**config.mk**
```make
export PLATFORM = sky130hd
export DESIGN_NAME = mecanum_drive_mixer
export DESIGN_NICKNAME = d
export VERILOG_FILES = /design/src/hdl/mdm_pkg.sv /design/src/hdl/mdm_div.sv /design/src/hdl/mdm_axis_lane.sv /design/src/hdl/mdm_mixer.sv /design/src/hdl/mdm_norm_lane.sv /design/src/hdl/mecanum_drive_mixer.sv
export SDC_FILE = /design/constraint.sdc
export NUM_CORES = 2
export LEC_CHECK = 0
export ABC_CLOCK_PERIOD_IN_PS = 10600
export BUFFER_PORTS_ARGS = -buffer_cell sky130_fd_sc_hd__clkbuf_2
export CAP_MARGIN = 5
export CORE_ASPECT_RATIO = 0.9
export CORE_MARGIN = 4
export CORE_UTILIZATION = 35
export DETAILED_ROUTE_END_ITERATION = 16
export GPL_ROUTABILITY_DRIVEN = 0
export SLEW_MARGIN = 40
export SYNTH_ARGS = -nofsm -noshare
export SYNTH_HDL_FRONTEND = slang
export SYNTH_SLANG_ARGS = --single-unit
```
**constraint.sdc**
```tcl
create_clock -name clk -period 10.6 [get_ports clk]
set_input_delay 2.12 -clock clk [delete_from_list [all_inputs] [get_ports clk]]
set_output_delay 2.12 -clock clk [all_outputs]
set_load 0.05 [all_outputs]
```
**src/hdl/mdm_pkg.sv**
```systemverilog
// Shared types and constants for the mecanum drive mixer.
// No dependencies; imported by every module of the block.
`default_nettype none

package mdm_pkg;

	localparam int CFG_W      = 7;
	localparam int PADDR_W    = 5;
	localparam int APB_DATA_W = 32;

	localparam int DIV_STEPS  = 7;
	localparam int DIV_NUM_W  = 16;
	localparam int DIV_DEN_W  = 9;

	localparam int AXIS_STAGES = 5 + 2 * DIV_STEPS;
	localparam int MIX_STAGES  = 4;
	localparam int NORM_STAGES = 2 + DIV_STEPS;
	localparam int PIPE_STAGES = AXIS_STAGES + MIX_STAGES + NORM_STAGES;

	localparam int WHEELS = 4;

	typedef logic [CFG_W-1:0] cfg_val_t;

	typedef struct packed {
		cfg_val_t joy_deadband;
		cfg_val_t joy_full_scale;
		cfg_val_t power_limit;
		cfg_val_t drive_max;
		cfg_val_t strafe_max;
		cfg_val_t rotate_max;
	} cfg_t;

	typedef enum logic [PADDR_W-3:0] {
		REG_JOY_DEADBAND   = 3'd0,
		REG_JOY_FULL_SCALE = 3'd1,
		REG_POWER_LIMIT    = 3'd2,
		REG_DRIVE_MAX      = 3'd3,
		REG_STRAFE_MAX     = 3'd4,
		REG_ROTATE_MAX     = 3'd5
	} reg_idx_t;

	localparam cfg_t CFG_RESET = '{
		joy_deadband:   7'd10,
		joy_full_scale: 7'd127,
		power_limit:    7'd100,
		drive_max:      7'd100,
		strafe_max:     7'd100,
		rotate_max:     7'd100
	};

	typedef logic signed [7:0] axis_t;
	typedef logic signed [7:0] power_t;

	typedef logic [DIV_NUM_W-1:0] div_num_t;
	typedef logic [DIV_DEN_W-1:0] div_den_t;
	typedef logic [DIV_STEPS-1:0] div_quo_t;
	typedef logic                 div_tag_t;

	localparam div_den_t DEN_ONE = div_den_t'(1);

	typedef logic signed [9:0] wheel_sum_t;
	typedef logic [8:0]        wheel_mag_t;

	typedef struct packed {
		logic       neg;
		wheel_mag_t mag;
	} wheel_t;

endpackage

`default_nettype wire

```
**src/hdl/mdm_div.sv**
```systemverilog
// Pipelined restoring divider, one quotient bit per stage, quotient below 2**DIV_STEPS.
// Depends on mdm_pkg.
`default_nettype none

module mdm_div import mdm_pkg::*; (
	input  logic                 clk,
	input  logic [DIV_STEPS:1]   adv,
	input  div_num_t             num,
	input  div_den_t             den,
	input  div_tag_t             tag,
	output div_quo_t             quo,
	output div_tag_t             tag_out
);

	div_num_t rem_s [DIV_STEPS-1:1];
	div_den_t den_s [DIV_STEPS-1:1];
	div_quo_t quo_s [DIV_STEPS:1];
	div_tag_t tag_s [DIV_STEPS:1];

	for (genvar k = 1; k <= DIV_STEPS; k++) begin : g_step
		localparam int B = DIV_STEPS - k;
		div_num_t           rem_i;
		div_den_t           den_i;
		div_quo_t           quo_i;
		div_tag_t           tag_i;
		div_quo_t           quo_n;
		logic [DIV_NUM_W:0] trial;

		if (k == 1) begin : g_first
			assign rem_i = num;
			assign den_i = den;
			assign quo_i = '0;
			assign tag_i = tag;
		end else begin : g_next
			assign rem_i = rem_s[k-1];
			assign den_i = den_s[k-1];
			assign quo_i = quo_s[k-1];
			assign tag_i = tag_s[k-1];
		end

		assign trial = {1'b0, rem_i}
			- ({{(DIV_NUM_W + 1 - DIV_DEN_W){1'b0}}, den_i} << B);

		always_comb begin
			quo_n    = quo_i;
			quo_n[B] = ~trial[DIV_NUM_W];
		end

		always_ff @(posedge clk) begin
			if (adv[k]) begin
				quo_s[k] <= quo_n;
				tag_s[k] <= tag_i;
			end
		end

		if (k < DIV_STEPS) begin : g_rem
			always_ff @(posedge clk) begin
				if (adv[k]) begin
					rem_s[k] <= trial[DIV_NUM_W] ? rem_i : trial[DIV_NUM_W-1:0];
					den_s[k] <= den_i;
				end
			end
		end
	end

	assign quo     = quo_s[DIV_STEPS];
	assign tag_out = tag_s[DIV_STEPS];

endmodule

`default_nettype wire

```
**src/hdl/mdm_axis_lane.sv**
```systemverilog
// One joystick axis: deadband, linear map to motor power, rescale to the axis maximum.
// Depends on mdm_pkg and mdm_div.
`default_nettype none

module mdm_axis_lane import mdm_pkg::*; (
	input  logic                 clk,
	input  logic [AXIS_STAGES:1] adv,
	input  cfg_t                 cfg,
	input  cfg_val_t             axis_max,
	input  axis_t                axis,
	output power_t               power
);

	localparam int ST_NUM1 = 3;
	localparam int D1_LO   = ST_NUM1 + 1;
	localparam int ST_NUM2 = D1_LO + DIV_STEPS;
	localparam int D2_LO   = ST_NUM2 + 1;

	axis_t                raw_s1;
	logic                 neg_s2;
	logic                 zero_s2;
	logic                 full_s2;
	cfg_val_t             diff_s2;
	div_num_t             num_s3;
	div_den_t             den_s3;
	div_tag_t             neg_s3;
	div_num_t             num_s11;
	div_den_t             den_s11;
	div_tag_t             neg_s11;
	power_t               power_s19;

	logic [7:0]           mag;
	cfg_val_t             span;
	logic [2*CFG_W-1:0]   prod1;
	logic [2*CFG_W-1:0]   prod2;
	div_quo_t             quo1;
	div_tag_t             tag1;
	div_quo_t             quo2;
	div_tag_t             tag2;
	logic                 gt;
	logic                 mm_zero;

	assign mag     = raw_s1[7] ? (8'd0 - raw_s1) : raw_s1;
	assign span    = cfg.joy_full_scale - cfg.joy_deadband;
	assign prod1   = diff_s2 * cfg.power_limit;
	assign prod2   = quo1 * axis_max;
	assign gt      = quo1 > cfg.power_limit;
	assign mm_zero = cfg.power_limit == '0;

	always_ff @(posedge clk) begin
		if (adv[1]) begin
			raw_s1 <= axis;
		end
		if (adv[2]) begin
			neg_s2  <= raw_s1[7];
			zero_s2 <= mag < {1'b0, cfg.joy_deadband};
			full_s2 <= (mag > {1'b0, cfg.joy_full_scale})
				|| (cfg.joy_full_scale == cfg.joy_deadband);
			diff_s2 <= mag[CFG_W-1:0] - cfg.joy_deadband;
		end
		// zero and full fold into the divider as n/1
		if (adv[ST_NUM1]) begin
			neg_s3 <= neg_s2;
			if (zero_s2) begin
				num_s3 <= '0;
				den_s3 <= DEN_ONE;
			end else if (full_s2) begin
				num_s3 <= div_num_t'(cfg.power_limit);
				den_s3 <= DEN_ONE;
			end else begin
				num_s3 <= div_num_t'(prod1);
				den_s3 <= div_den_t'(span);
			end
		end
		if (adv[ST_NUM2]) begin
			neg_s11 <= tag1;
			if (mm_zero) begin
				num_s11 <= '0;
				den_s11 <= DEN_ONE;
			end else if (gt) begin
				num_s11 <= div_num_t'(axis_max);
				den_s11 <= DEN_ONE;
			end else begin
				num_s11 <= div_num_t'(prod2);
				den_s11 <= div_den_t'(cfg.power_limit);
			end
		end
		if (adv[AXIS_STAGES]) begin
			power_s19 <= tag2 ? power_t'(8'd0 - {1'b0, quo2}) : power_t'({1'b0, quo2});
		end
	end

	mdm_div u_div_joy (
		.clk     (clk),
		.adv     (adv[D1_LO+DIV_STEPS-1:D1_LO]),
		.num     (num_s3),
		.den     (den_s3),
		.tag     (neg_s3),
		.quo     (quo1),
		.tag_out (tag1)
	);

	mdm_div u_div_axis (
		.clk     (clk),
		.adv     (adv[D2_LO+DIV_STEPS-1:D2_LO]),
		.num     (num_s11),
		.den     (den_s11),
		.tag     (neg_s11),
		.quo     (quo2),
		.tag_out (tag2)
	);

	assign power = power_s19;

endmodule

`default_nettype wire

```
**src/hdl/mdm_mixer.sv**
```systemverilog
// Wheel sums from the three axis powers, magnitudes, and the peak magnitude.
// Depends on mdm_pkg.
`default_nettype none

module mdm_mixer import mdm_pkg::*; (
	input  logic                clk,
	input  logic [MIX_STAGES:1] adv,
	input  power_t              fwd,
	input  power_t              side,
	input  power_t              turn,
	output wheel_t              wheel [WHEELS],
	output wheel_mag_t          peak
);

	wheel_sum_t p_s1   [WHEELS];
	wheel_t     whl_s2 [WHEELS];
	wheel_t     whl_s3 [WHEELS];
	wheel_t     whl_s4 [WHEELS];
	wheel_mag_t pk01_s3;
	wheel_mag_t pk23_s3;
	wheel_mag_t peak_s4;

	wheel_sum_t f;
	wheel_sum_t s;
	wheel_sum_t r;

	assign f = wheel_sum_t'(fwd);
	assign s = wheel_sum_t'(side);
	assign r = wheel_sum_t'(turn);

	always_ff @(posedge clk) begin
		if (adv[1]) begin
			p_s1[0] <=  f + s + r;
			p_s1[1] <= -f + s + r;
			p_s1[2] <=  f - s + r;
			p_s1[3] <= -f - s + r;
		end
		if (adv[2]) begin
			for (int i = 0; i < WHEELS; i++) begin
				whl_s2[i].neg <= p_s1[i][9];
				whl_s2[i].mag <= p_s1[i][9] ? wheel_mag_t'(-p_s1[i]) : wheel_mag_t'(p_s1[i]);
			end
		end
		if (adv[3]) begin
			whl_s3  <= whl_s2;
			pk01_s3 <= (whl_s2[0].mag > whl_s2[1].mag) ? whl_s2[0].mag : whl_s2[1].mag;
			pk23_s3 <= (whl_s2[2].mag > whl_s2[3].mag) ? whl_s2[2].mag : whl_s2[3].mag;
		end
		if (adv[4]) begin
			whl_s4  <= whl_s3;
			peak_s4 <= (pk01_s3 > pk23_s3) ? pk01_s3 : pk23_s3;
		end
	end

	assign wheel = whl_s4;
	assign peak  = peak_s4;

endmodule

`default_nettype wire

```
**src/hdl/mdm_norm_lane.sv**
```systemverilog
// One wheel: scale by power_limit/peak when the peak exceeds power_limit, sign last.
// Depends on mdm_pkg and mdm_div.
`default_nettype none

module mdm_norm_lane import mdm_pkg::*; (
	input  logic                 clk,
	input  logic [NORM_STAGES:1] adv,
	input  cfg_val_t             power_limit,
	input  wheel_t               wheel,
	input  wheel_mag_t           peak,
	output power_t               result
);

	div_num_t num_s1;
	div_den_t den_s1;
	div_tag_t neg_s1;
	power_t   result_s9;

	div_num_t prod;
	logic     norm;
	div_quo_t quo;
	div_tag_t neg;

	assign prod = wheel.mag * power_limit;
	assign norm = peak > wheel_mag_t'(power_limit);

	always_ff @(posedge clk) begin
		if (adv[1]) begin
			neg_s1 <= wheel.neg;
			if (norm) begin
				num_s1 <= prod;
				den_s1 <= div_den_t'(peak);
			end else begin
				num_s1 <= div_num_t'(wheel.mag);
				den_s1 <= DEN_ONE;
			end
		end
		if (adv[NORM_STAGES]) begin
			result_s9 <= neg ? power_t'(8'd0 - {1'b0, quo}) : power_t'({1'b0, quo});
		end
	end

	mdm_div u_div (
		.clk     (clk),
		.adv     (adv[DIV_STEPS+1:2]),
		.num     (num_s1),
		.den     (den_s1),
		.tag     (neg_s1),
		.quo     (quo),
		.tag_out (neg)
	);

	assign result = result_s9;

endmodule

`default_nettype wire

```
**src/hdl/mecanum_drive_mixer.sv**
```systemverilog
// Mecanum drive mixer top level: register file, pipeline control, lanes.
// Depends on mdm_pkg, mdm_axis_lane, mdm_mixer, mdm_norm_lane.
//
// Input channel (in_valid/in_stall) carries one word of three signed joystick
// axes; output channel (out_valid/out_stall) carries one word of four signed
// wheel powers. A word is taken on an edge with valid high and stall low.
// Throughput is one word per cycle while the output is not stalled; the
// pipeline length is mostly set by the three 7-step pipelined dividers in
// series (joystick map, axis rescale, wheel normalization).
// Each stage holds its own valid bit and loads unless the output is stalled
// and it and every later stage are full, so while the output is stalled,
// input words enter until every stage is full; only then does in_stall go high.
// Registers sit on an APB port at byte address 4*index; pready is always high.
// Reset clears all valid bits and loads the register defaults (deadband 10,
// full scale 127, all power limits 100). The user must write registers only
// while the pipeline is empty; the block itself does not enforce it.
`default_nettype none

module mecanum_drive_mixer import mdm_pkg::*; (
	input  logic                  clk,
	input  logic                  arst_n,

	input  logic                  psel,
	input  logic                  penable,
	input  logic                  pwrite,
	input  logic [PADDR_W-1:0]    paddr,
	input  logic [APB_DATA_W-1:0] pwdata,
	output logic [APB_DATA_W-1:0] prdata,
	output logic                  pready,

	input  logic                  in_valid,
	output logic                  in_stall,
	input  axis_t                 fwd_axis,
	input  axis_t                 side_axis,
	input  axis_t                 turn_axis,

	output logic                  out_valid,
	input  logic                  out_stall,
	output power_t                front_left,
	output power_t                front_right,
	output power_t                back_left,
	output power_t                back_right
);

	localparam int MIX_LO  = AXIS_STAGES + 1;
	localparam int NORM_LO = AXIS_STAGES + MIX_STAGES + 1;

	cfg_t                   cfg_q;
	cfg_val_t               rd_val;
	logic                   cfg_wr;
	reg_idx_t               reg_idx;

	logic [PIPE_STAGES:1]   vld_q;
	logic [PIPE_STAGES:1]   adv;

	power_t                 pwr_fwd;
	power_t                 pwr_side;
	power_t                 pwr_turn;
	wheel_t                 wheel [WHEELS];
	wheel_mag_t             peak;
	power_t                 result [WHEELS];

	// register file
	assign reg_idx = reg_idx_t'(paddr[PADDR_W-1:2]);
	assign cfg_wr  = psel & penable & pwrite & pready;
	assign pready  = 1'b1;

	always_ff @(posedge clk or negedge arst_n) begin
		if (!arst_n) begin
			cfg_q <= CFG_RESET;
		end else if (cfg_wr) begin
			case (reg_idx)
				REG_JOY_DEADBAND:   cfg_q.joy_deadband   <= pwdata[CFG_W-1:0];
				REG_JOY_FULL_SCALE: cfg_q.joy_full_scale <= pwdata[CFG_W-1:0];
				REG_POWER_LIMIT:    cfg_q.power_limit    <= pwdata[CFG_W-1:0];
				REG_DRIVE_MAX:      cfg_q.drive_max      <= pwdata[CFG_W-1:0];
				REG_STRAFE_MAX:     cfg_q.strafe_max     <= pwdata[CFG_W-1:0];
				REG_ROTATE_MAX:     cfg_q.rotate_max     <= pwdata[CFG_W-1:0];
				default: ;
			endcase
		end
	end

	always_comb begin
		case (reg_idx)
			REG_JOY_DEADBAND:   rd_val = cfg_q.joy_deadband;
			REG_JOY_FULL_SCALE: rd_val = cfg_q.joy_full_scale;
			REG_POWER_LIMIT:    rd_val = cfg_q.power_limit;
			REG_DRIVE_MAX:      rd_val = cfg_q.drive_max;
			REG_STRAFE_MAX:     rd_val = cfg_q.strafe_max;
			REG_ROTATE_MAX:     rd_val = cfg_q.rotate_max;
			default:            rd_val = '0;
		endcase
	end

	assign prdata = {{(APB_DATA_W - CFG_W){1'b0}}, rd_val};

	// pipeline control: load when out_stall is low or this or a later stage has room
	for (genvar k = 1; k <= PIPE_STAGES; k++) begin : g_adv
		assign adv[k] = ~out_stall | ~(&vld_q[PIPE_STAGES:k]);
	end

	always_ff @(posedge clk or negedge arst_n) begin
		if (!arst_n) begin
			vld_q <= '0;
		end else begin
			if (adv[1]) begin
				vld_q[1] <= in_valid;
			end
			for (int k = 2; k <= PIPE_STAGES; k++) begin
				if (adv[k]) begin
					vld_q[k] <= vld_q[k-1];
				end
			end
		end
	end

	assign in_stall  = ~adv[1];
	assign out_valid = vld_q[PIPE_STAGES];

	// datapath
	mdm_axis_lane u_lane_fwd (
		.clk      (clk),
		.adv      (adv[AXIS_STAGES:1]),
		.cfg      (cfg_q),
		.axis_max (cfg_q.drive_max),
		.axis     (fwd_axis),
		.power    (pwr_fwd)
	);

	mdm_axis_lane u_lane_side (
		.clk      (clk),
		.adv      (adv[AXIS_STAGES:1]),
		.cfg      (cfg_q),
		.axis_max (cfg_q.strafe_max),
		.axis     (side_axis),
		.power    (pwr_side)
	);

	mdm_axis_lane u_lane_turn (
		.clk      (clk),
		.adv      (adv[AXIS_STAGES:1]),
		.cfg      (cfg_q),
		.axis_max (cfg_q.rotate_max),
		.axis     (turn_axis),
		.power    (pwr_turn)
	);

	mdm_mixer u_mixer (
		.clk   (clk),
		.adv   (adv[NORM_LO-1:MIX_LO]),
		.fwd   (pwr_fwd),
		.side  (pwr_side),
		.turn  (pwr_turn),
		.wheel (wheel),
		.peak  (peak)
	);

	for (genvar i = 0; i < WHEELS; i++) begin : g_norm
		mdm_norm_lane u_norm (
			.clk         (clk),
			.adv         (adv[PIPE_STAGES:NORM_LO]),
			.power_limit (cfg_q.power_limit),
			.wheel       (wheel[i]),
			.peak        (peak),
			.result      (result[i])
		);
	end

	assign front_left  = result[0];
	assign front_right = result[1];
	assign back_left   = result[2];
	assign back_right  = result[3];

endmodule

`default_nettype wire

```
==> impl_metrics.tcl <==
set metrics [dict create \
    r2r-start "cfg_q[23]$_DFFE_PN1P_" \
    slowest_stage "and3_1" \
    synth_seq_area_share_pct 52.1 \
    yosys.area.top_type_share_pct 50.6 \
    die_x_um 635 \
    place.detailed.hpwl_um 189000 \
    boundaryPins 135 \
    port_buffers 81 \
    chipHeight_um 573 \
    synth-seq-cells 2163 \
    run_status "finished clean" \
    synth.top_cells.by_area "edfxtp_1, ha_1, fa_1" \
    slowest_delay_ps 490 \
    postRouteAntennaNets 0 \
    starting_density_of_the_core_pct 35.1 \
    finalWirelength_um 255000 \
    timing.setup.tns_ps 0 \
    synth-edff-count 2089 \
    cts_root_buffer "clkbuf_16" \
    floorplan.rows 207 \
    clock_sinks 2163 \
    post_synth.cell_area_avg_um2 12.2 \
    synth_commonest_cells "edfxtp_1, ha_1, inv_1, nor2_1, nand2_1" \
    crit_path_start "out_stall" \
    grt_pass1_wl_um 406000 \
    hold_path_class "reg2reg" \
    clock_latency_ps 940 \
    synth_area_leader_cell "edfxtp_1" \
    fin_crit_ps 7900 \
    skew_ps 116 \
    dp_cells 14900 \
    clk_pin_slew_ps 60 \
    timing.max_cap.violations 0 \
    post_synth_num_cell_types 97 \
    worst_ep_required_time_ps 8480 \
    rsz0062_at_grt "no" \
    dr.first_iter.drc_count 4563 \
    drc 0 \
    dr_total_vias 74100 \
    setup_viol 0 \
    cts-root-to-sink-buffers 4 \
    yosys_synthesis_warning_count 0 \
    cts_htree_levels 4 \
    area_growth_syn_to_layout_pct 11.5 \
    report.final.hold_viol_count 0 \
    critPathArrivalTime_ps 5780 \
    detail_route.wl_per_cell_um 16.6 \
    final_min_period_over_clock_period_pct 74.5 \
    maximum_number_of_pins_on_one_net_before_global_route_repair 90 \
    clock.fmax_ghz 0.127 \
    worst_setup_path_end_kind "output port" \
    dieArea_um2 364000 \
    worst_slew_margin_rel_pct 44.0 \
    mappedNetlistArea_um2 124000 \
    drive_gt1_share_pct 9.19 \
    report.final.slew_viol_count 0 \
    critical_path_peak_fanout 20 \
    global_router_s_overall_resource_usage_pct 13.9 \
    first_global_vias 72300 \
    path_class "in2out" \
    tightestPinTransition_ps 839 \
    syn_inst 10200 \
    tritoncts "built" \
    hold_bufs_at_cts 0 \
    average_vias_per_placed_instance 4.84 \
    flip_flop_cell_with_the_highest_count_after_synthesis "edfxtp_1" \
    globalRoute.totalOverflow 0 \
    ctsResizeCount 0 \
    initial_antenna_violation_count 12 \
    startpoint_types "input pin" \
    timing.critical_path.cells "clkbuf_2 -> nand4_4 -> nor2_4 -> nand2_4 -> nor2_4 -> clkinv_2 -> nor4_4 -> buf_4 -> and3_4 -> and3_4 -> and3_1 -> and3_1 -> clkbuf_2" \
    synthArstFlopShare_pct 3.42 \
    cts_inserted_buffers 234 \
    finish.net_count 11900 \
    core_region_area_um2 353000 \
    min_from "u_mixer.wheel[39]$_DFFE_PP_" \
    post_layout_nonfiller_instances 15300 \
    detailedRoute.firstPassIterationCount 6 \
    synth.most_common_cell "edfxtp_1" \
    postCtsSetupBuffers 0 \
]
==> per-layer routing <==
layer	global-route usage, %	part of all wire, %	up-vias
met5	0	0.0027	-
met4	3.81	2.6	2
met3	1.88	4.4	345
met2	21.9	44	1164
met1	19.9	49	35600
li1	-	-	36900
==> path summary, 6_finish.rpt <==
path                                                             end  slack, ps  cells after the start
max                                                         in_stall       2700                     13
min                                g_norm[0].u_norm.neg_s1$_DFFE_PP_        350                      0
max reg2reg                g_norm[0].u_norm.num_s1[15]$_SDFFCE_PP0P_       4590                     15
min reg2reg                        g_norm[0].u_norm.neg_s1$_DFFE_PP_        350                      0
max in group asynchronous                      cfg_q[24]$_DFFE_PN0P_       8500                      2
min in group asynchronous                      vld_q[31]$_DFFE_PN0P_       1070                      1
==> worst max-delay path: cells and delay by family <==
kind | cells | cell delay [ps]
buffers and inverters | 4 | 1100
and+or+nand+nor | 9 | 2510
==> sequential cells by signal, summed over array words and instances (netlist names), 42 cells and up <==
name,flops
g_norm.u_norm.u_div.quo_s,112
u_lane_fwd.u_div_joy.den_s,42
g_norm.u_norm.num_s1,61
u_lane_fwd.u_div_joy.rem_s,96
u_lane_turn.u_div_axis.rem_s,96
g_norm.u_norm.u_div.rem_s,366
u_lane_side.u_div_joy.den_s,42
u_lane_side.u_div_joy.rem_s,96
u_lane_turn.u_div_joy.rem_s,96
g_norm.u_norm.u_div.den_s,54
u_lane_fwd.u_div_axis.rem_s,96
u_lane_side.u_div_axis.rem_s,96
cfg_q,42
u_lane_turn.u_div_axis.den_s,42
u_lane_side.u_div_axis.den_s,42
u_lane_turn.u_div_joy.den_s,42
u_lane_fwd.u_div_axis.den_s,42
==> area by class of cell <==
cell class	instances	area [µm²]
flip-flops and latches	2163	64600
clock buffers	280	6150
clock inverters	152	1650
multi-input cells	6898	55300
inverters	978	3680
well taps	4702	5880
repair buffers	132	856
fillers	33200	215000
diodes	3	7.51
==> placed cells by master (no fill, tap or decap), types with 142 or more instances in the layout <==
cell type / netlist / layout
nor2b_1: 228 / 228
clkbuf_16: 0 / 237
ha_1: 1019 / 1019
xnor2_1: 369 / 369
nand2_1: 544 / 537
and2_1: 419 / 419
mux2_2: 310 / 310
xor2_1: 206 / 204
nand2b_1: 205 / 205
edfxtp_1: 2089 / 2089
inv_1: 973 / 965
a21o_1: 142 / 142
nor3_1: 228 / 225
nor2_1: 683 / 682
o21ai_0: 519 / 517
o21a_1: 170 / 170
a21oi_1: 391 / 388
fa_1: 379 / 379
==> stage by stage <==
stage	hold WS, ps	area [µm²]	utilization, %	setup WS, ps
after CTS	338	138000	39.1	2560
after floorplan	400	124000	-	1280
after global placement	401	130000	36.9	2690
after global routing	338	138000	39.1	2460
final	347	138000	39.1	2700
after detailed placement	405	130000	36.9	2570
==> logic make-up (layout without fill, tap and decap cells) <==
family,after synthesis,count (layout),synth area share [%]
and+or+nand+nor,2759,2759,11.3
DFF,2163,2163,52.1
AOI/OAI and AO/OA,1714,1714,8.78
adders and majority gates,1398,1398,16.4
buffers and inverters,1145,1542,3.55
xor gates and xnor gates,575,575,4.06
muxes,420,420,3.73
other,2,35,0.00606
Power is not shown: default switching activity piles up to over one toggle a cycle in this logic, so the estimate is an artifact.
